**src/rtl/xdbg_pkg.sv**
```systemverilog
// Shared types and constants for the XOR-delta bit-gap encoder.
// No dependencies; used by every module of the block.
`default_nettype none

package xdbg_pkg;

  localparam int WordW  = 32;
  localparam int CntW   = $clog2(WordW);
  localparam int DistW  = $clog2(WordW) + 1;
  localparam int CodeW  = 3;
  localparam int ExtraW = 5;

  localparam logic [CodeW-1:0] EscapeCode = 3'd7;
  localparam logic [CodeW-1:0] TermCode   = 3'd0;
  localparam logic [DistW-1:0] EscapeDist = 6'd7;
  localparam logic [CntW-1:0]  LastBit    = 5'd31;

  typedef struct packed {
    logic [WordW-1:0] word;
    logic             first;
  } xdbg_item_t;

  typedef struct packed {
    logic [CodeW-1:0]  gap_code;
    logic              has_extra;
    logic [ExtraW-1:0] extra_value;
    logic              last;
  } xdbg_sym_t;

  typedef enum logic [1:0] {
    XDBG_IDLE,
    XDBG_SCAN,
    XDBG_TERM
  } xdbg_state_t;

  typedef struct packed {
    logic load;
    logic advance;
    logic emit_sym;
    logic emit_term;
  } xdbg_cmd_t;

  typedef struct packed {
    logic bit_set;
    logic scan_end;
    logic out_busy;
  } xdbg_sts_t;

endpackage

`default_nettype wire

```
**src/rtl/xdbg_ctrl.sv**
```systemverilog
// Controller state machine: idle, bit scan, terminator.
// Depends on xdbg_pkg; drives commands to xdbg_dpath.
`default_nettype none

module xdbg_ctrl (
  input  wire                 clk,
  input  wire                 rst,
  input  wire                 item_valid,
  output logic                item_stall,
  input  xdbg_pkg::xdbg_sts_t sts,
  output xdbg_pkg::xdbg_cmd_t cmd
);

  xdbg_pkg::xdbg_state_t state;
  xdbg_pkg::xdbg_state_t state_next;

  always_ff @(posedge clk) begin
    if (rst) begin
      state <= xdbg_pkg::XDBG_IDLE;
    end else begin
      state <= state_next;
    end
  end

  always_comb begin
    state_next = state;
    unique case (state)
      xdbg_pkg::XDBG_IDLE: begin
        if (item_valid) state_next = xdbg_pkg::XDBG_SCAN;
      end
      xdbg_pkg::XDBG_SCAN: begin
        if ((!sts.bit_set || !sts.out_busy) && sts.scan_end) begin
          state_next = xdbg_pkg::XDBG_TERM;
        end
      end
      xdbg_pkg::XDBG_TERM: begin
        if (!sts.out_busy) state_next = xdbg_pkg::XDBG_IDLE;
      end
      default: state_next = xdbg_pkg::XDBG_IDLE;
    endcase
  end

  always_comb begin
    cmd        = '0;
    item_stall = 1'b1;
    unique case (state)
      xdbg_pkg::XDBG_IDLE: begin
        item_stall = 1'b0;
        cmd.load   = item_valid;
      end
      xdbg_pkg::XDBG_SCAN: begin
        // a clear bit never waits; a set bit waits for the output register
        cmd.advance  = !sts.bit_set || !sts.out_busy;
        cmd.emit_sym = sts.bit_set && !sts.out_busy;
      end
      xdbg_pkg::XDBG_TERM: begin
        cmd.emit_term = !sts.out_busy;
      end
      default: begin
        item_stall = 1'b1;
      end
    endcase
  end

endmodule

`default_nettype wire

```
**src/rtl/xdbg_dpath.sv**
```systemverilog
// Datapath: previous word, delta shifter, gap counter and output register.
// Depends on xdbg_pkg; steered by xdbg_ctrl.
`default_nettype none

module xdbg_dpath (
  input  wire                  clk,
  input  wire                  rst,
  input  xdbg_pkg::xdbg_item_t item,
  output logic                 sym_valid,
  input  wire                  sym_stall,
  output xdbg_pkg::xdbg_sym_t  sym,
  input  xdbg_pkg::xdbg_cmd_t  cmd,
  output xdbg_pkg::xdbg_sts_t  sts
);

  logic [xdbg_pkg::WordW-1:0] prev_word;
  logic [xdbg_pkg::WordW-1:0] delta;
  logic [xdbg_pkg::CntW-1:0]  bit_cnt;
  logic [xdbg_pkg::DistW-1:0] gap_len;
  xdbg_pkg::xdbg_sym_t        sym_next;
  logic [xdbg_pkg::DistW-1:0] extra_full;

  assign sts.bit_set  = delta[0];
  assign sts.scan_end = (bit_cnt == xdbg_pkg::LastBit);
  assign sts.out_busy = sym_valid && sym_stall;

  assign extra_full = gap_len - xdbg_pkg::EscapeDist;

  always_comb begin
    sym_next = '0;
    if (cmd.emit_term) begin
      sym_next.gap_code = xdbg_pkg::TermCode;
      sym_next.last     = 1'b1;
    end else if (gap_len >= xdbg_pkg::EscapeDist) begin
      sym_next.gap_code    = xdbg_pkg::EscapeCode;
      sym_next.has_extra   = 1'b1;
      sym_next.extra_value = extra_full[xdbg_pkg::ExtraW-1:0];
    end else begin
      sym_next.gap_code = gap_len[xdbg_pkg::CodeW-1:0];
    end
  end

  always_ff @(posedge clk) begin
    if (rst) begin
      prev_word <= '0;
    end else if (cmd.load) begin
      prev_word <= item.word;
    end
  end

  always_ff @(posedge clk) begin
    if (cmd.load) begin
      delta   <= item.first ? item.word : (item.word ^ prev_word);
      bit_cnt <= '0;
      gap_len <= xdbg_pkg::DistW'(1);
    end else if (cmd.advance) begin
      delta   <= delta >> 1;
      bit_cnt <= bit_cnt + xdbg_pkg::CntW'(1);
      // restart the gap after a set bit
      gap_len <= delta[0] ? xdbg_pkg::DistW'(1) : gap_len + xdbg_pkg::DistW'(1);
    end
  end

  always_ff @(posedge clk) begin
    if (rst) begin
      sym_valid <= 1'b0;
    end else if (cmd.emit_sym || cmd.emit_term) begin
      sym_valid <= 1'b1;
    end else if (!sym_stall) begin
      sym_valid <= 1'b0;
    end
  end

  always_ff @(posedge clk) begin
    if (cmd.emit_sym || cmd.emit_term) begin
      sym <= sym_next;
    end
  end

endmodule

`default_nettype wire

```
**src/rtl/xor_delta_bit_gap_encoder_core.sv**
```systemverilog
// XOR-delta bit-gap encoder, top level: controller plus datapath.
// Each set delta bit yields a gap symbol in the output register, and the
// terminator follows the last bit. A new word is taken only in idle; each word
// passes through the accept, 32 one-bit scan steps and the terminator, and a set
// bit or the terminator waits while the output register holds a stalled symbol.
// Reset (rst, synchronous) returns to idle, empties the output, clears history.
`default_nettype none

module xor_delta_bit_gap_encoder_core (
  input  wire                  clk,
  input  wire                  rst,
  input  wire                  item_valid,
  output logic                 item_stall,
  input  xdbg_pkg::xdbg_item_t item,
  output logic                 sym_valid,
  input  wire                  sym_stall,
  output xdbg_pkg::xdbg_sym_t  sym
);

  xdbg_pkg::xdbg_cmd_t cmd;
  xdbg_pkg::xdbg_sts_t sts;

  xdbg_ctrl u_ctrl (
    .clk        (clk),
    .rst        (rst),
    .item_valid (item_valid),
    .item_stall (item_stall),
    .sts        (sts),
    .cmd        (cmd)
  );

  xdbg_dpath u_dpath (
    .clk       (clk),
    .rst       (rst),
    .item      (item),
    .sym_valid (sym_valid),
    .sym_stall (sym_stall),
    .sym       (sym),
    .cmd       (cmd),
    .sts       (sts)
  );

endmodule

`default_nettype wire

```
**config.mk**
```make
export PLATFORM = sky130hd
export DESIGN_NAME = xor_delta_bit_gap_encoder_core
export DESIGN_NICKNAME = d
export VERILOG_FILES = /design/src/rtl/xdbg_pkg.sv /design/src/rtl/xdbg_ctrl.sv /design/src/rtl/xdbg_dpath.sv /design/src/rtl/xor_delta_bit_gap_encoder_core.sv
export SDC_FILE = /design/constraint.sdc
export NUM_CORES = 1
export LEC_CHECK = 0
export ABC_AREA = 1
export BUFFER_PORTS_ARGS = -buffer_cell sky130_fd_sc_hd__buf_2
export CORE_ASPECT_RATIO = 0.5
export CORE_MARGIN = 5
export CORE_UTILIZATION = 50
export CTS_CLUSTER_SIZE = 24
export DETAILED_ROUTE_END_ITERATION = 7
export PLACE_DENSITY = 0.71
export SYNTH_ARGS = -nofsm -noshare
export SYNTH_HDL_FRONTEND = slang
export SYNTH_HIERARCHICAL = 1
export SYNTH_SLANG_ARGS = --single-unit
```
**constraint.sdc**
```tcl
create_clock -name clk -period 3 [get_ports clk]
set_input_delay 0.6 -clock clk [delete_from_list [all_inputs] [get_ports clk]]
set_output_delay 0.6 -clock clk [all_outputs]
set_load 0.005 [all_outputs]
```
==> flow_summary_export.csv <==
group,metric,value,unit
outcome,outcome,"completed",
global_routing,grt_overflow,0,
synthesis,synthCells,472,
floorplan,die_area,0.00981,mm²
detailed_routing,detail-route-antenna-nets,0,
global_routing,use_met2,26.9,%
critical_path,cp_slowest_cell,"nor2_4",
global_routing,grt_pass1_wl,12.6,mm
clock_tree,cts_resized,0,
synthesis,ys_warn_count,6,
floorplan,coreArea,0.00749,mm²
clock_tree,cts_max_level,3,
timing,setup_viol,0,
job,drv_cap,0,
synthesis,ys_seq_area_share,55.7,%
critical_path,crit_end,"u_dpath/delta[28]",
layout,fin_nets,556,
critical_path,cp.depth,8,
critical_path,worst-path-buf-inv,2,
timing,fin_crit_sh,63.3,%
global_routing,grt_use_total,16.4,%
floorplan,die_w,135,µm
synthesis,yosysMostFrequentCell,"nand2_1",
synthesis,synth_edf_count,42,
critical_path,reg2reg_depth,8,
place,placed_cell_area,0.00419,mm²
detailed_routing,first_pass_iters,4,
place,dp_hpwl,4.66,mm
timing,worst_pin_slew,0.762,ns
clock_tree,cts-buffers-inserted,9,
critical_path,cp_top_family,"simple AND/OR/NAND/NOR gates",
clock_tree,clk_pin_slew,0.06,ns
detailed_routing,drc,0,
pwr,ir_worst_vdd,0.000311,V
place,port_buffers,48,
critical_path,worstPathRequired,3.09,ns
synthesis,synth_flop_cell,"dfxtp_1",
critical_path,r2r_setup_slack,1.10,ns
critical_path,startpoint_type,"flop",
synthesis,synthTopCellsByArea,"edfxtp_1 (32%), dfxtp_1 (24%), nand2_1 (14%)",
critical_path,r2r_end,"u_dpath/delta[28]",
timing,finalCriticalPeriod,1.90,ns
timing,setup-tns-final,0,ns
synthesis,syn_avg_cell_area,8.30,µm²
synthesis,synthArstFlopShare,0,%
critical_path,critical-path-max-stage-delay,0.58,ns
floorplan,start_util,52.3,%
timing,final_hold_viol_count,0,
detailed_routing,via_per_inst,4.89,
timing,timing.fmax,527,MHz
detailed_routing,wl_per_cell,11.6,µm
critical_path,path_max_fanout,30,
global_routing,grt_max_degree,67,
floorplan,row_count,22,
detailed_routing,routed_wl,7.30,mm
clock_tree,cts_root_buf,"clkbuf_16",
layout,final_core_util,59.7,%
critical_path,path_cells,"nor2_2 -> nand2_1 -> inv_2 -> inv_2 -> nor2_4 -> nand2_1 -> nand2_1 -> o21ai_1",
layout,syn_to_final_growth,14.0,%
floorplan,io_pins,49,
layout,fin_area,0.00447,mm²
pwr,power.total,2830,µW
detailed_routing,vias,3076,
clock_tree,cts_max_path_buffers,2,
place,place.gp.congestion,0.745,
global_routing,met3_usage,5.92,%
hold_path,hp-class,"flop to flop",
global_routing,grt_pass1_vias,2810,
critical_path,end_kind,"flop",
timing,slew_headroom,49.1,%
critical_path,regToRegStartpoint,"u_ctrl/state[1]",
critical_path,path_common_cell,"nand2_1",
synthesis,synth_top_cell_area_share,32.2,%
timing,slew_viol_final,0,
synthesis,syn_nets,512,
synthesis,ys_top_cells_by_count,"nand2_1 (150), inv_1 (52), dfxtp_1 (46)",
clock_tree,insertion_delay,0.33,ns
pwr,leakagePower,0.00194,µW
global_routing,antenna_found_initial,0,
timing,fin_skew,0.00286,ns
detailed_routing,first_iter_violations,247,
clock_tree,cts_sinks,88,
clock_tree,postCtsSetupRepairBufs,0,
clock_tree,cts_tree,"done",
critical_path,startpoint,"u_ctrl/state[1]",
timing,rsz0062_at_grt,"no",
clock_tree,holdBufCountCts,0,
pwr,pwr_density_cell,633,mW/mm²
layout,drive_gt1_share,13.8,%
synthesis,yosys.area.top_type,"edfxtp_1",
synthesis,synth_cell_types,27,
critical_path,path_class,"flop to flop",
floorplan,fp.dieH,72.6,µm
global_routing,grt_util_met1,20.5,%
synthesis,ys_seq_elements,88,
synthesis,syn_area,0.00392,mm²
critical_path,critPathArrivalTime,1.99,ns
global_routing,top_usage_layer,"met2",
layout,n_antenna_cell,0,
where the power goes:
group / internal [µW] / switching [µW]
sequential: 1390 / 44.7
combinational: 118 / 205
clock: 641 / 427
total: 2150 / 677
layer usage:
layer	up-vias	part of all wire, %
met5	-	0
li1	1643	-
met2	75	45
met4	0	1.2
met3	7	5.8
met1	1351	48
cells by family (layout without fill, tap and decap cells):
family,Yosys count,count (layout),share of synthesized area (%)
flops,88,88,55.7
fa+ha+maj,3,3,0.958
compound gates,112,112,14.5
simple gates,194,194,19.7
xor+xnor,1,1,0.224
buf+inv,74,123,8.88
area by class of cell:
class / instances / area (µm²)
Clock inverter: 4 / 45.0
Timing Repair Buffer: 53 / 278
Sequential cell: 88 / 2180
Tap cell: 108 / 135
Clock buffer: 12 / 236
Fill cell: 694 / 3020
Inverter: 54 / 203
Multi-Input combinational cell: 310 / 1390
registers in the layout, indices dropped and copies added, names as in the netlist:
register,flops
u_dpath/gap_len,6
u_dpath/delta,32
u_dpath/bit_cnt,5
u_dpath/sym,10
u_ctrl/state,2
u_dpath/sym_valid,1
u_dpath/prev_word,32
tightest hold or removal path: stages, from the launching register on:
cell and delay (ns):
dfxtp_1 0.31, nand2_1 0.06, a21oi_1 0.05
layout by cell type (no fill, tap or decap), drive strengths merged:
cell type / n
nand2: 150
o21ai: 69
inv: 54
buf: 53
dfxtp: 46
edfxtp: 42
a21oi: 38
nor2: 26
clkbuf: 12
nand3: 8
nor3: 4
clkinv: 3
nand4: 3
ha: 3
o22ai: 2
bufinv: 1
and3: 1
nand3b: 1
xnor2: 1
o211ai: 1
a211oi: 1
a31oi: 1
and2: 1
worst min-delay path by stage:
stage                          start               endpoint  depth (start not counted)
3_5_place_dp    u_dpath/prev_word[0]   u_dpath/prev_word[0]                          2
3_3_place_gp   u_dpath/prev_word[17]  u_dpath/prev_word[17]                          2
4_1_cts         u_dpath/prev_word[0]   u_dpath/prev_word[0]                          2
6_report        u_dpath/prev_word[0]   u_dpath/prev_word[0]                          2
2_1_floorplan     u_dpath/bit_cnt[2]     u_dpath/bit_cnt[2]                          1
5_1_grt         u_dpath/prev_word[1]   u_dpath/prev_word[1]                          2
per-stage QoR:
| step | hold slack (ns) | setup WS [ns] | std cells |
|---|---|---|---|
| global placement | 0.449 | 0.807 | 613 |
| global route | 0.471 | 0.870 | 629 |
| CTS | 0.462 | 1.09 | 629 |
| detailed placement | 0.452 | 0.765 | 613 |
| finish | 0.459 | 1.10 | 629 |
| floorplan | 0.436 | 0.539 | 472 |
No activity file was read; power rests on OpenSTA's default activity.
